[src/rtl/core/evfs_pkg.sv]
package evfs_pkg;

  // Field widths of the check and report channels.
  localparam int unsigned VAR_W  = 16;
  localparam int unsigned ALT_W  = 20;
  localparam int unsigned TIME_W = 32;

  // Configuration port.
  localparam int unsigned CFG_INDEX_W = 1;
  localparam int unsigned CFG_DATA_W  = 32;
  localparam logic [CFG_INDEX_W-1:0] REG_VARIANCE_THRESHOLD  = 1'd0;
  localparam logic [CFG_INDEX_W-1:0] REG_WARNING_INTERVAL_MS = 1'd1;
  localparam logic [VAR_W-1:0]  VARIANCE_THRESHOLD_RESET  = 16'd205;
  localparam logic [TIME_W-1:0] WARNING_INTERVAL_MS_RESET = 32'd30000;

  localparam int unsigned FAIL_LIMIT_DEFAULT = 10;

  // Slew ratio in unsigned Q16, 65536 = 1.0.
  localparam int unsigned RATIO_W = 17;
  localparam logic [RATIO_W-1:0] RATIO_MIN = 17'd32768;
  localparam logic [RATIO_W-1:0] RATIO_MAX = 17'd65536;

  // Time ratio: floor(e * 65536 / 10000) = floor(e * 4096 / 625) for e below
  // 10000, done as (e * TIME_RECIP) >> TIME_SHIFT, exact over that range.
  localparam logic [TIME_W-1:0] SLEW_TIME_MS = 32'd10000;
  localparam int unsigned TIME_E_W   = 14;
  localparam int unsigned TIME_RCP_W = 27;
  localparam logic [TIME_RCP_W-1:0] TIME_RECIP = 27'd109951163;
  localparam int unsigned TIME_SHIFT = 24;

  // Altitude ratio: floor(c * 65536 / 1000) = floor(c * 8192 / 125) for c
  // below 1000, done as (c * ALT_RECIP) >> ALT_SHIFT.
  localparam int unsigned CLIMB_W   = ALT_W + 1;
  localparam logic [CLIMB_W-1:0] SLEW_ALT_CM = 21'd1000;
  localparam int unsigned ALT_C_W   = 10;
  localparam int unsigned ALT_RCP_W = 24;
  localparam logic [ALT_RCP_W-1:0] ALT_RECIP = 24'd8589935;
  localparam int unsigned ALT_SHIFT = 17;

endpackage

[src/rtl/core/evfs_check_if.sv]
interface evfs_check_if import evfs_pkg::*; ();
  logic              valid;
  logic              ready;
  logic              origin_valid;
  logic              landed;
  logic              altitude_valid;
  logic [ALT_W-1:0]  altitude_cm;
  logic [TIME_W-1:0] now_ms;
  logic [VAR_W-1:0]  velocity_variance;
  logic [VAR_W-1:0]  pos_variance;
  logic [VAR_W-1:0]  mag_variance_x;
  logic [VAR_W-1:0]  mag_variance_y;
  logic [VAR_W-1:0]  mag_variance_z;
  logic              flow_healthy;
  logic              position_known;

  modport source (
    output valid, origin_valid, landed, altitude_valid, altitude_cm, now_ms,
           velocity_variance, pos_variance, mag_variance_x, mag_variance_y,
           mag_variance_z, flow_healthy, position_known,
    input  ready
  );

  modport sink (
    input  valid, origin_valid, landed, altitude_valid, altitude_cm, now_ms,
           velocity_variance, pos_variance, mag_variance_x, mag_variance_y,
           mag_variance_z, flow_healthy, position_known,
    output ready
  );
endinterface

[src/rtl/core/evfs_report_if.sv]
interface evfs_report_if import evfs_pkg::*; ();
  logic valid;
  logic ready;
  logic estimate_bad;
  logic failsafe_active;
  logic failsafe_raised;
  logic failsafe_cleared;
  logic yaw_reset_request;
  logic lane_switch_request;
  logic warning_pulse;

  modport source (
    output valid, estimate_bad, failsafe_active, failsafe_raised, failsafe_cleared,
           yaw_reset_request, lane_switch_request, warning_pulse,
    input  ready
  );

  modport sink (
    input  valid, estimate_bad, failsafe_active, failsafe_raised, failsafe_cleared,
           yaw_reset_request, lane_switch_request, warning_pulse,
    output ready
  );
endinterface

[src/rtl/core/estimator_variance_failsafe_monitor.sv]
// Estimator variance failsafe monitor.
// The check channel takes one transaction per estimator check: variances,
// altitude, time and status flags. The report channel returns exactly one
// transaction per check with the bad flag, the failsafe latch and the pulses
// raised by that check. The configuration port writes the variance threshold
// (index 0) and the warning interval (index 1) at any edge with cfg_we high.
// A check accepted on the check channel is captured in the middle register
// and then moved into the report register, which drives the report channel.
// Throughput is one check per cycle while reports are taken. The first stage
// holds the slew ratio loop (elapsed-time and climb reciprocal multiplies
// and a max/clamp); the second holds the threshold multiply, the vote and
// the fail counter loop. When the receiver stalls, the report register holds
// its transaction and the check channel accepts only while the middle stage
// is empty; with both stages full, ready drops until the report is taken.
// Synchronous reset clears all state and both stages, and restores the
// register reset values (threshold 205, warning interval 30000 ms).
module estimator_variance_failsafe_monitor import evfs_pkg::*; #(
  parameter int unsigned FAIL_LIMIT = FAIL_LIMIT_DEFAULT
) (
  input  logic                   clk,
  input  logic                   rst,
  evfs_check_if.sink             check,
  evfs_report_if.source          report,
  input  logic                   cfg_we,
  input  logic [CFG_INDEX_W-1:0] cfg_index,
  input  logic [CFG_DATA_W-1:0]  cfg_data
);

  localparam int unsigned CNT_W = $clog2(FAIL_LIMIT + 1);
  localparam logic [CNT_W:0] LIMIT    = (CNT_W+1)'(FAIL_LIMIT);
  localparam logic [CNT_W:0] LIMIT_M1 = (CNT_W+1)'(FAIL_LIMIT - 1);
  localparam logic [CNT_W:0] LIMIT_M2 = (CNT_W+1)'(FAIL_LIMIT - 2);

  function automatic logic [RATIO_W-1:0] clamp_ratio(input logic [RATIO_W-1:0] r);
    logic [RATIO_W-1:0] c;
    if (r < RATIO_MIN) begin
      c = RATIO_MIN;
    end else if (r > RATIO_MAX) begin
      c = RATIO_MAX;
    end else begin
      c = r;
    end
    return c;
  endfunction

  // Configuration registers.
  logic [VAR_W-1:0]  variance_threshold;
  logic [TIME_W-1:0] warning_interval_ms;

  always_ff @(posedge clk) begin
    if (rst) begin
      variance_threshold  <= VARIANCE_THRESHOLD_RESET;
      warning_interval_ms <= WARNING_INTERVAL_MS_RESET;
    end else if (cfg_we) begin
      unique case (cfg_index)
        REG_VARIANCE_THRESHOLD:  variance_threshold  <= cfg_data[VAR_W-1:0];
        REG_WARNING_INTERVAL_MS: warning_interval_ms <= cfg_data[TIME_W-1:0];
        default: ;
      endcase
    end
  end

  logic threshold_zero;
  assign threshold_zero = (variance_threshold == '0);

  // Handshake and stage flow.
  logic m_valid, o_valid;
  logic o_load, m_load;
  assign o_load = !o_valid || report.ready;
  assign m_load = !m_valid || o_load;
  assign check.ready = m_load;

  logic accept, m_move;
  assign accept = check.valid && m_load;
  assign m_move = m_valid && o_load;

  // ---------------- Stage 1: slew ratio ----------------
  logic [RATIO_W-1:0] slew_ratio, slew_ratio_next;
  logic [TIME_W-1:0]  takeoff_ms;
  logic [ALT_W-1:0]   takeoff_altitude_cm;

  logic [TIME_W-1:0]               elapsed;
  logic [TIME_E_W+TIME_RCP_W-1:0]  time_prod;
  logic [RATIO_W-1:0]              elapsed_ratio;
  logic signed [CLIMB_W-1:0]       climb;
  logic [ALT_C_W+ALT_RCP_W-1:0]    alt_prod;
  logic [RATIO_W-1:0]              climb_ratio;
  logic [RATIO_W-1:0]              best;

  assign elapsed   = check.now_ms - takeoff_ms;
  assign time_prod = elapsed[TIME_E_W-1:0] * TIME_RECIP;
  assign climb     = $signed({check.altitude_cm[ALT_W-1], check.altitude_cm})
                   - $signed({takeoff_altitude_cm[ALT_W-1], takeoff_altitude_cm});
  assign alt_prod  = climb[ALT_C_W-1:0] * ALT_RECIP;

  always_comb begin
    if (elapsed >= SLEW_TIME_MS) begin
      elapsed_ratio = RATIO_MAX;
    end else begin
      elapsed_ratio = {1'b0, time_prod[TIME_SHIFT +: RATIO_W-1]};
    end

    // A negative climb can never win over the floor of the ratio.
    if (!check.altitude_valid) begin
      climb_ratio = RATIO_MAX;
    end else if (climb[CLIMB_W-1] || climb == '0) begin
      climb_ratio = '0;
    end else if (climb >= $signed(SLEW_ALT_CM)) begin
      climb_ratio = RATIO_MAX;
    end else begin
      climb_ratio = {1'b0, alt_prod[ALT_SHIFT +: RATIO_W-1]};
    end

    best = slew_ratio;
    if (elapsed_ratio > best) best = elapsed_ratio;
    if (climb_ratio > best) best = climb_ratio;

    priority if (threshold_zero) begin
      slew_ratio_next = RATIO_MAX;
    end else if (check.landed) begin
      slew_ratio_next = RATIO_MIN;
    end else if (slew_ratio < RATIO_MAX) begin
      slew_ratio_next = clamp_ratio(best);
    end else begin
      slew_ratio_next = slew_ratio;
    end
  end

  always_ff @(posedge clk) begin
    if (rst) begin
      slew_ratio          <= '0;
      takeoff_ms          <= '0;
      takeoff_altitude_cm <= '0;
    end else if (accept && check.origin_valid) begin
      slew_ratio <= slew_ratio_next;
      if (!threshold_zero && check.landed) begin
        takeoff_ms          <= check.now_ms;
        takeoff_altitude_cm <= check.altitude_valid ? check.altitude_cm : '0;
      end
    end
  end

  logic [VAR_W-1:0] mag_max;
  always_comb begin
    mag_max = (check.mag_variance_x > check.mag_variance_y) ? check.mag_variance_x
                                                            : check.mag_variance_y;
    if (check.mag_variance_z > mag_max) mag_max = check.mag_variance_z;
  end

  // Middle register.
  logic               m_origin;
  logic [RATIO_W-1:0] m_ratio;
  logic [VAR_W-1:0]   m_vel, m_pos, m_mag;
  logic               m_flow, m_has_pos;
  logic [TIME_W-1:0]  m_now;

  always_ff @(posedge clk) begin
    if (rst) begin
      m_valid <= 1'b0;
    end else if (m_load) begin
      m_valid <= check.valid;
    end
  end

  always_ff @(posedge clk) begin
    if (accept) begin
      m_origin  <= check.origin_valid;
      m_ratio   <= clamp_ratio(slew_ratio_next);
      m_vel     <= check.velocity_variance;
      m_pos     <= check.pos_variance;
      m_mag     <= mag_max;
      m_flow    <= check.flow_healthy;
      m_has_pos <= check.position_known;
      m_now     <= check.now_ms;
    end
  end

  // ---------------- Stage 2: vote and fail counter ----------------
  logic [CNT_W-1:0]  fail_counter, fail_counter_next;
  logic              bad_flag, bad_flag_next;
  logic              ever_passed, ever_passed_next;
  logic              failsafe_latch, failsafe_latch_next;
  logic [TIME_W-1:0] last_warning_ms, last_warning_ms_next;
  logic raised, cleared, yaw_req, lane_req, warn;

  logic [VAR_W+RATIO_W-1:0] thr;
  logic [VAR_W+RATIO_W:0]   thr2;
  logic [VAR_W+RATIO_W:0]   vel_s, pos_s, mag_s;
  logic                     mag_over, vel_over, vel_over2, pos_over;
  logic [1:0]               votes;
  logic                     over, passed;
  logic [CNT_W:0]           cnt_inc;
  logic [CNT_W-1:0]         cnt_dec;
  logic [TIME_W-1:0]        since_warning;

  assign thr    = variance_threshold * m_ratio;
  assign thr2   = {thr, 1'b0};
  assign vel_s  = {{(RATIO_W-VAR_W+1){1'b0}}, m_vel, {VAR_W{1'b0}}};
  assign pos_s  = {{(RATIO_W-VAR_W+1){1'b0}}, m_pos, {VAR_W{1'b0}}};
  assign mag_s  = {{(RATIO_W-VAR_W+1){1'b0}}, m_mag, {VAR_W{1'b0}}};

  assign mag_over  = mag_s >= {1'b0, thr};
  assign vel_over  = vel_s >= {1'b0, thr};
  assign vel_over2 = vel_s >= thr2;
  assign pos_over  = pos_s >= {1'b0, thr};

  // Without a healthy flow sensor, a very large velocity variance fails alone.
  always_comb begin
    votes = {1'b0, mag_over};
    if (!m_flow && vel_over2) begin
      votes = votes + 2'd2;
    end else if (vel_over) begin
      votes = votes + 2'd1;
    end
  end

  assign over          = (pos_over && votes >= 2'd1) || votes >= 2'd2;
  assign passed        = !over && m_has_pos;
  assign cnt_inc       = {1'b0, fail_counter} + 1'b1;
  assign cnt_dec       = fail_counter - 1'b1;
  assign since_warning = m_now - last_warning_ms;

  always_comb begin
    fail_counter_next    = fail_counter;
    bad_flag_next        = bad_flag;
    ever_passed_next     = ever_passed;
    failsafe_latch_next  = failsafe_latch;
    last_warning_ms_next = last_warning_ms;
    raised   = 1'b0;
    cleared  = 1'b0;
    yaw_req  = 1'b0;
    lane_req = 1'b0;
    warn     = 1'b0;

    if (m_origin) begin
      if (threshold_zero) begin
        fail_counter_next   = '0;
        bad_flag_next       = 1'b0;
        failsafe_latch_next = 1'b0;
        cleared             = failsafe_latch;
      end else begin
        ever_passed_next = ever_passed || passed;
        if (ever_passed_next) begin
          if (!passed) begin
            if (!bad_flag) begin
              fail_counter_next = cnt_inc[CNT_W-1:0];
              yaw_req  = (cnt_inc == LIMIT_M2) && over;
              lane_req = (cnt_inc == LIMIT_M1);
              if (cnt_inc >= LIMIT) begin
                fail_counter_next = LIMIT[CNT_W-1:0];
                bad_flag_next     = 1'b1;
                if (since_warning > warning_interval_ms) begin
                  warn                 = 1'b1;
                  last_warning_ms_next = m_now;
                end
                failsafe_latch_next = 1'b1;
                raised              = !failsafe_latch;
              end
            end
          end else if (fail_counter != '0) begin
            fail_counter_next = cnt_dec;
            if (bad_flag && cnt_dec == '0) begin
              bad_flag_next       = 1'b0;
              failsafe_latch_next = 1'b0;
              cleared             = failsafe_latch;
            end
          end
        end
      end
    end
  end

  always_ff @(posedge clk) begin
    if (rst) begin
      fail_counter    <= '0;
      bad_flag        <= 1'b0;
      ever_passed     <= 1'b0;
      failsafe_latch  <= 1'b0;
      last_warning_ms <= '0;
    end else if (m_move) begin
      fail_counter    <= fail_counter_next;
      bad_flag        <= bad_flag_next;
      ever_passed     <= ever_passed_next;
      failsafe_latch  <= failsafe_latch_next;
      last_warning_ms <= last_warning_ms_next;
    end
  end

  // Report register.
  logic o_bad, o_active, o_raised, o_cleared, o_yaw, o_lane, o_warn;

  always_ff @(posedge clk) begin
    if (rst) begin
      o_valid <= 1'b0;
    end else if (o_load) begin
      o_valid <= m_valid;
    end
  end

  always_ff @(posedge clk) begin
    if (m_move) begin
      o_bad     <= bad_flag_next;
      o_active  <= failsafe_latch_next;
      o_raised  <= raised;
      o_cleared <= cleared;
      o_yaw     <= yaw_req;
      o_lane    <= lane_req;
      o_warn    <= warn;
    end
  end

  assign report.valid               = o_valid;
  assign report.estimate_bad        = o_bad;
  assign report.failsafe_active     = o_active;
  assign report.failsafe_raised     = o_raised;
  assign report.failsafe_cleared    = o_cleared;
  assign report.yaw_reset_request   = o_yaw;
  assign report.lane_switch_request = o_lane;
  assign report.warning_pulse       = o_warn;

endmodule
[src/flat_wrapper.sv]
// flat-port wrapper written by rule: the top's interface ports become plain ports
module estimator_variance_failsafe_monitor_flat import evfs_pkg::*;
#(
  parameter int unsigned FAIL_LIMIT = FAIL_LIMIT_DEFAULT
)
  (clk, rst, cfg_we, cfg_index, cfg_data, check_valid, check_origin_valid, check_landed, check_altitude_valid, check_altitude_cm, check_now_ms, check_velocity_variance, check_pos_variance, check_mag_variance_x, check_mag_variance_y, check_mag_variance_z, check_flow_healthy, check_position_known, check_ready, report_valid, report_estimate_bad, report_failsafe_active, report_failsafe_raised, report_failsafe_cleared, report_yaw_reset_request, report_lane_switch_request, report_warning_pulse, report_ready);
  evfs_check_if check_i ();
  evfs_report_if report_i ();
  input  logic clk;
  input  logic rst;
  input  logic cfg_we;
  input  logic [CFG_INDEX_W-1:0] cfg_index;
  input  logic [CFG_DATA_W-1:0] cfg_data;
  input wire logic [$bits(check_i.valid)-1:0] check_valid;
  input wire logic [$bits(check_i.origin_valid)-1:0] check_origin_valid;
  input wire logic [$bits(check_i.landed)-1:0] check_landed;
  input wire logic [$bits(check_i.altitude_valid)-1:0] check_altitude_valid;
  input wire logic [$bits(check_i.altitude_cm)-1:0] check_altitude_cm;
  input wire logic [$bits(check_i.now_ms)-1:0] check_now_ms;
  input wire logic [$bits(check_i.velocity_variance)-1:0] check_velocity_variance;
  input wire logic [$bits(check_i.pos_variance)-1:0] check_pos_variance;
  input wire logic [$bits(check_i.mag_variance_x)-1:0] check_mag_variance_x;
  input wire logic [$bits(check_i.mag_variance_y)-1:0] check_mag_variance_y;
  input wire logic [$bits(check_i.mag_variance_z)-1:0] check_mag_variance_z;
  input wire logic [$bits(check_i.flow_healthy)-1:0] check_flow_healthy;
  input wire logic [$bits(check_i.position_known)-1:0] check_position_known;
  output wire logic [$bits(check_i.ready)-1:0] check_ready;
  output wire logic [$bits(report_i.valid)-1:0] report_valid;
  output wire logic [$bits(report_i.estimate_bad)-1:0] report_estimate_bad;
  output wire logic [$bits(report_i.failsafe_active)-1:0] report_failsafe_active;
  output wire logic [$bits(report_i.failsafe_raised)-1:0] report_failsafe_raised;
  output wire logic [$bits(report_i.failsafe_cleared)-1:0] report_failsafe_cleared;
  output wire logic [$bits(report_i.yaw_reset_request)-1:0] report_yaw_reset_request;
  output wire logic [$bits(report_i.lane_switch_request)-1:0] report_lane_switch_request;
  output wire logic [$bits(report_i.warning_pulse)-1:0] report_warning_pulse;
  input wire logic [$bits(report_i.ready)-1:0] report_ready;
  assign check_i.valid = check_valid;
  assign check_i.origin_valid = check_origin_valid;
  assign check_i.landed = check_landed;
  assign check_i.altitude_valid = check_altitude_valid;
  assign check_i.altitude_cm = check_altitude_cm;
  assign check_i.now_ms = check_now_ms;
  assign check_i.velocity_variance = check_velocity_variance;
  assign check_i.pos_variance = check_pos_variance;
  assign check_i.mag_variance_x = check_mag_variance_x;
  assign check_i.mag_variance_y = check_mag_variance_y;
  assign check_i.mag_variance_z = check_mag_variance_z;
  assign check_i.flow_healthy = check_flow_healthy;
  assign check_i.position_known = check_position_known;
  assign check_ready = check_i.ready;
  assign report_valid = report_i.valid;
  assign report_estimate_bad = report_i.estimate_bad;
  assign report_failsafe_active = report_i.failsafe_active;
  assign report_failsafe_raised = report_i.failsafe_raised;
  assign report_failsafe_cleared = report_i.failsafe_cleared;
  assign report_yaw_reset_request = report_i.yaw_reset_request;
  assign report_lane_switch_request = report_i.lane_switch_request;
  assign report_warning_pulse = report_i.warning_pulse;
  assign report_i.ready = report_ready;
  estimator_variance_failsafe_monitor #(.FAIL_LIMIT(FAIL_LIMIT)) u_core (.clk(clk), .rst(rst), .check(check_i), .report(report_i), .cfg_we(cfg_we), .cfg_index(cfg_index), .cfg_data(cfg_data));
endmodule
[config.mk]
export PLATFORM = sky130hd
export DESIGN_NAME = estimator_variance_failsafe_monitor_flat
export DESIGN_NICKNAME = d
export VERILOG_FILES = /design/src/rtl/core/evfs_pkg.sv /design/src/rtl/core/evfs_check_if.sv /design/src/rtl/core/evfs_report_if.sv /design/src/rtl/core/estimator_variance_failsafe_monitor.sv /design/src/flat_wrapper.sv
export SDC_FILE = /design/constraint.sdc
export NUM_CORES = 2
export LEC_CHECK = 0
export BUFFER_PORTS_ARGS = -buffer_cell sky130_fd_sc_hd__buf_2
export CAP_MARGIN = 25
export CORE_AREA = 2 2 329 331
export DETAILED_ROUTE_END_ITERATION = 7
export DIE_AREA = 0 0 331 333
export SYNTH_ARGS = -nofsm -noshare
export SYNTH_HDL_FRONTEND = slang
export SYNTH_SLANG_ARGS = --single-unit
[constraint.sdc]
create_clock -name clk -period 18.83 [get_ports clk]
set_input_delay 0.9415 -clock clk [delete_from_list [all_inputs] [get_ports clk]]
set_output_delay 0.9415 -clock clk [all_outputs]
set_load 0.01 [all_outputs]
==> key figures <==
Place
  • IO Port Bufs: 183
  • GPL Wtd Cong: 0.934
  • Dpl ws: 3260 ps
  • Placed cell count: 5676
  • Hpwl dp: 80700 um

Final layout
  • Fill count: 10950
  • Final Net Count: 5467
  • Layout area overhead: 9.38%
  • Multi-input gate area: 0.0274 mm2
  • Final Non-Filler Cells: 5748
  • Storage element area: 0.00638 mm2
  • Utilization after layout: 38.0%
  • Share of cells above drive strength 1: 7.15%

Synth
  • Top FF cell, synth: dfxtp_1
  • Area leader, netlist: fa_1
  • Number of flops mapped to enable cells by yosys: 107
  • Seq cells post-synth: 265
  • Async S/R FF share, synth: 0%
  • Cell variety after synth: 94
  • Netlist Area Pre-Place: 0.0370 mm2
  • Syn Area/Cell: 8.81 um2
  • Top cells by count, synth: inv_1 (719), ha_1 (601), nand2_1 (478)
  • Area contributors post-synth: fa_1 (21%), ha_1 (20%), edfxtp_1 (8.7%), dfxtp_1 (8.6%), inv_1 (7.3%)
  • Syn_nets: 5359
  • Warnings, synthesis: 0
  • Seq/Total Area, Yosys: 17.2%
  • Most common cell in the netlist: inv_1
  • Share of the synthesized area in the top cell type: 20.7%
  • Cell count after synthesis: 4200

Worst setup path
  • Worst R2R Path Depth: 52
  • CP Launch Type: input pin
  • Critical-path top delay cell: o211ai_2
  • WP buf/inv: 5
  • CP most frequent cell: ha_1
  • CP max FO: 22
  • Stages on worst setup path: 52
  • Worst path max stage delay: 640 ps
  • Worst Path Required: 19300 ps
  • Worst EP arrival: 15480 ps
  • Crit Path Category: in -> reg
  • CP endpoint kind: flop
  • Family with the most delay on the worst path: compound AO/OA/AOI/OAI gates

STA
  • Final hold viol count: 0
  • Final slew viol count: 0
  • Slew HR: 24.7%
  • Crit share post-route: 79.7%
  • Clock skew: 47.4 ps
  • Fmax: 66.6 MHz
  • Unrepaired setup endpoints after global routing: no
  • Worst Setup Slack, final: 3820 ps
  • Slew at the pin closest to its max-slew limit: 1130 ps
  • Final Critical Period: 15010 ps
  • Final Setup Violations: 0
  • Setup TNS: 0 ps

CTS
  • Clock latency on the worst-skew pair: 640 ps
  • Clk slew on worst S/H paths: 60 ps
  • CTS tree: yes
  • CTS Buf Count: 31
  • Clock Path Buffers: 3
  • Hold_buf cts: 0
  • Post_cts resized: 0
  • Post-CTS Setup Bufs: 0
  • CTS root buf: clkbuf_16
  • Clock sink total: 265
  • Number of H-tree levels: 1

Detailed routing
  • Antenna-violating nets left: 0
  • Wirelength, routed: 98300 um
  • DR iter-0 viols: 1699
  • Drt wl/cell: 17.1 um
  • Total number of vias: 29062
  • DRC Markers: 0
  • DRT Pass-1 Iters: 6
  • Via-to-Cell Ratio: 5.06

Floorplanning
  • Die width: 331 um
  • Die H: 333 um
  • CORE AREA: 0.107 mm2
  • Starting Density: 34.7%
  • Rows: 120
  • I/O pins: 184
  • Die footprint: 0.110 mm2

Run
  • Max cap viols: 0

Worst hold path
  • Worst Hold Class: reg -> reg
  • Hold path cells: 2

Global route
  • GRT overflow: 0
  • Largest net degree at the start of global routing: 71
  • First-pass GRT wire length: 159000 um
  • Initial antenna violation count: 19
  • Number of global-route vias before repair: 29559
  • GRT Total Usage: 18.0%

Outcome
  • Outcome: completed
per-stage QoR:
stage	area, um2	hold WS, ps
after global placement	39300	440
final	40500	450
after global routing	40500	465
after CTS	40400	452
after detailed placement	39300	445
after floorplan	37000	432
final cells by class:
cell class,count,share of cell area (%)
diodes,12,0.0742
flip-flops and latches,265,15.8
well taps,1403,4.34
multi-input cells,3088,67.7
clock buffers,39,2.09
inverters,720,6.69
clock inverters,19,0.566
repair buffers,202,2.75
tightest hold or removal path, cell delays in order, from the launching register on:
cell,delay [ps]
dfxtp_1,300
nand2_1,50
a21oi_1,50
registers in the layout, summed over array words and instances, names as in the netlist, 17 cells and up:
| register | cells |
|---|---|
| u_core.warning_interval_ms | 32 |
| u_core.takeoff_altitude_cm | 20 |
| u_core.m_ratio | 17 |
| u_core.slew_ratio | 17 |
| u_core.last_warning_ms | 32 |
| u_core.m_now | 32 |
| u_core.takeoff_ms | 32 |
worst paths after layout:
path	start	to	slack (ps)
setup / recovery	check_now_ms[2]	u_core.slew_ratio[3]	3820
hold / removal	u_core.takeoff_altitude_cm[1]	u_core.takeoff_altitude_cm[1]	450
setup reg to reg	u_core.takeoff_ms[1]	u_core.slew_ratio[3]	3860
hold reg to reg	u_core.takeoff_altitude_cm[1]	u_core.takeoff_altitude_cm[1]	450
cell families after synthesis:
logic type	share of synthesized area, %
compound gates	12.6
xor+xnor	3.15
fa+ha+maj	41.1
buf+inv	8.72
flops	17.2
mux	1.93
simple gates	15.3
placed cells by master (no fill, tap or decap), types with 61 or more instances in the layout:
cell / Yosys / final
a21o_1: 67 / 67
a21oi_1: 276 / 275
and2_1: 107 / 106
buf_2: 5 / 182
dfxtp_1: 158 / 158
edfxtp_1: 107 / 107
fa_1: 383 / 383
ha_1: 601 / 601
inv_1: 719 / 719
mux2i_1: 68 / 68
nand2_1: 478 / 478
nand3_1: 63 / 62
nor2_1: 209 / 209
nor2b_1: 61 / 61
o21ai_0: 113 / 113
xnor2_1: 83 / 83
metal layers:
metal | global-route usage (%) | routed length (um)
met5 | 0 | 40
met3 | 2.25 | 4790
met2 | 30.5 | 46900
met4 | 5.31 | 2730
met1 | 24.0 | 43800
Power is left out: the tool's default activity adds up to more than one toggle a clock period on the data nets, which glitch-free logic cannot reach.
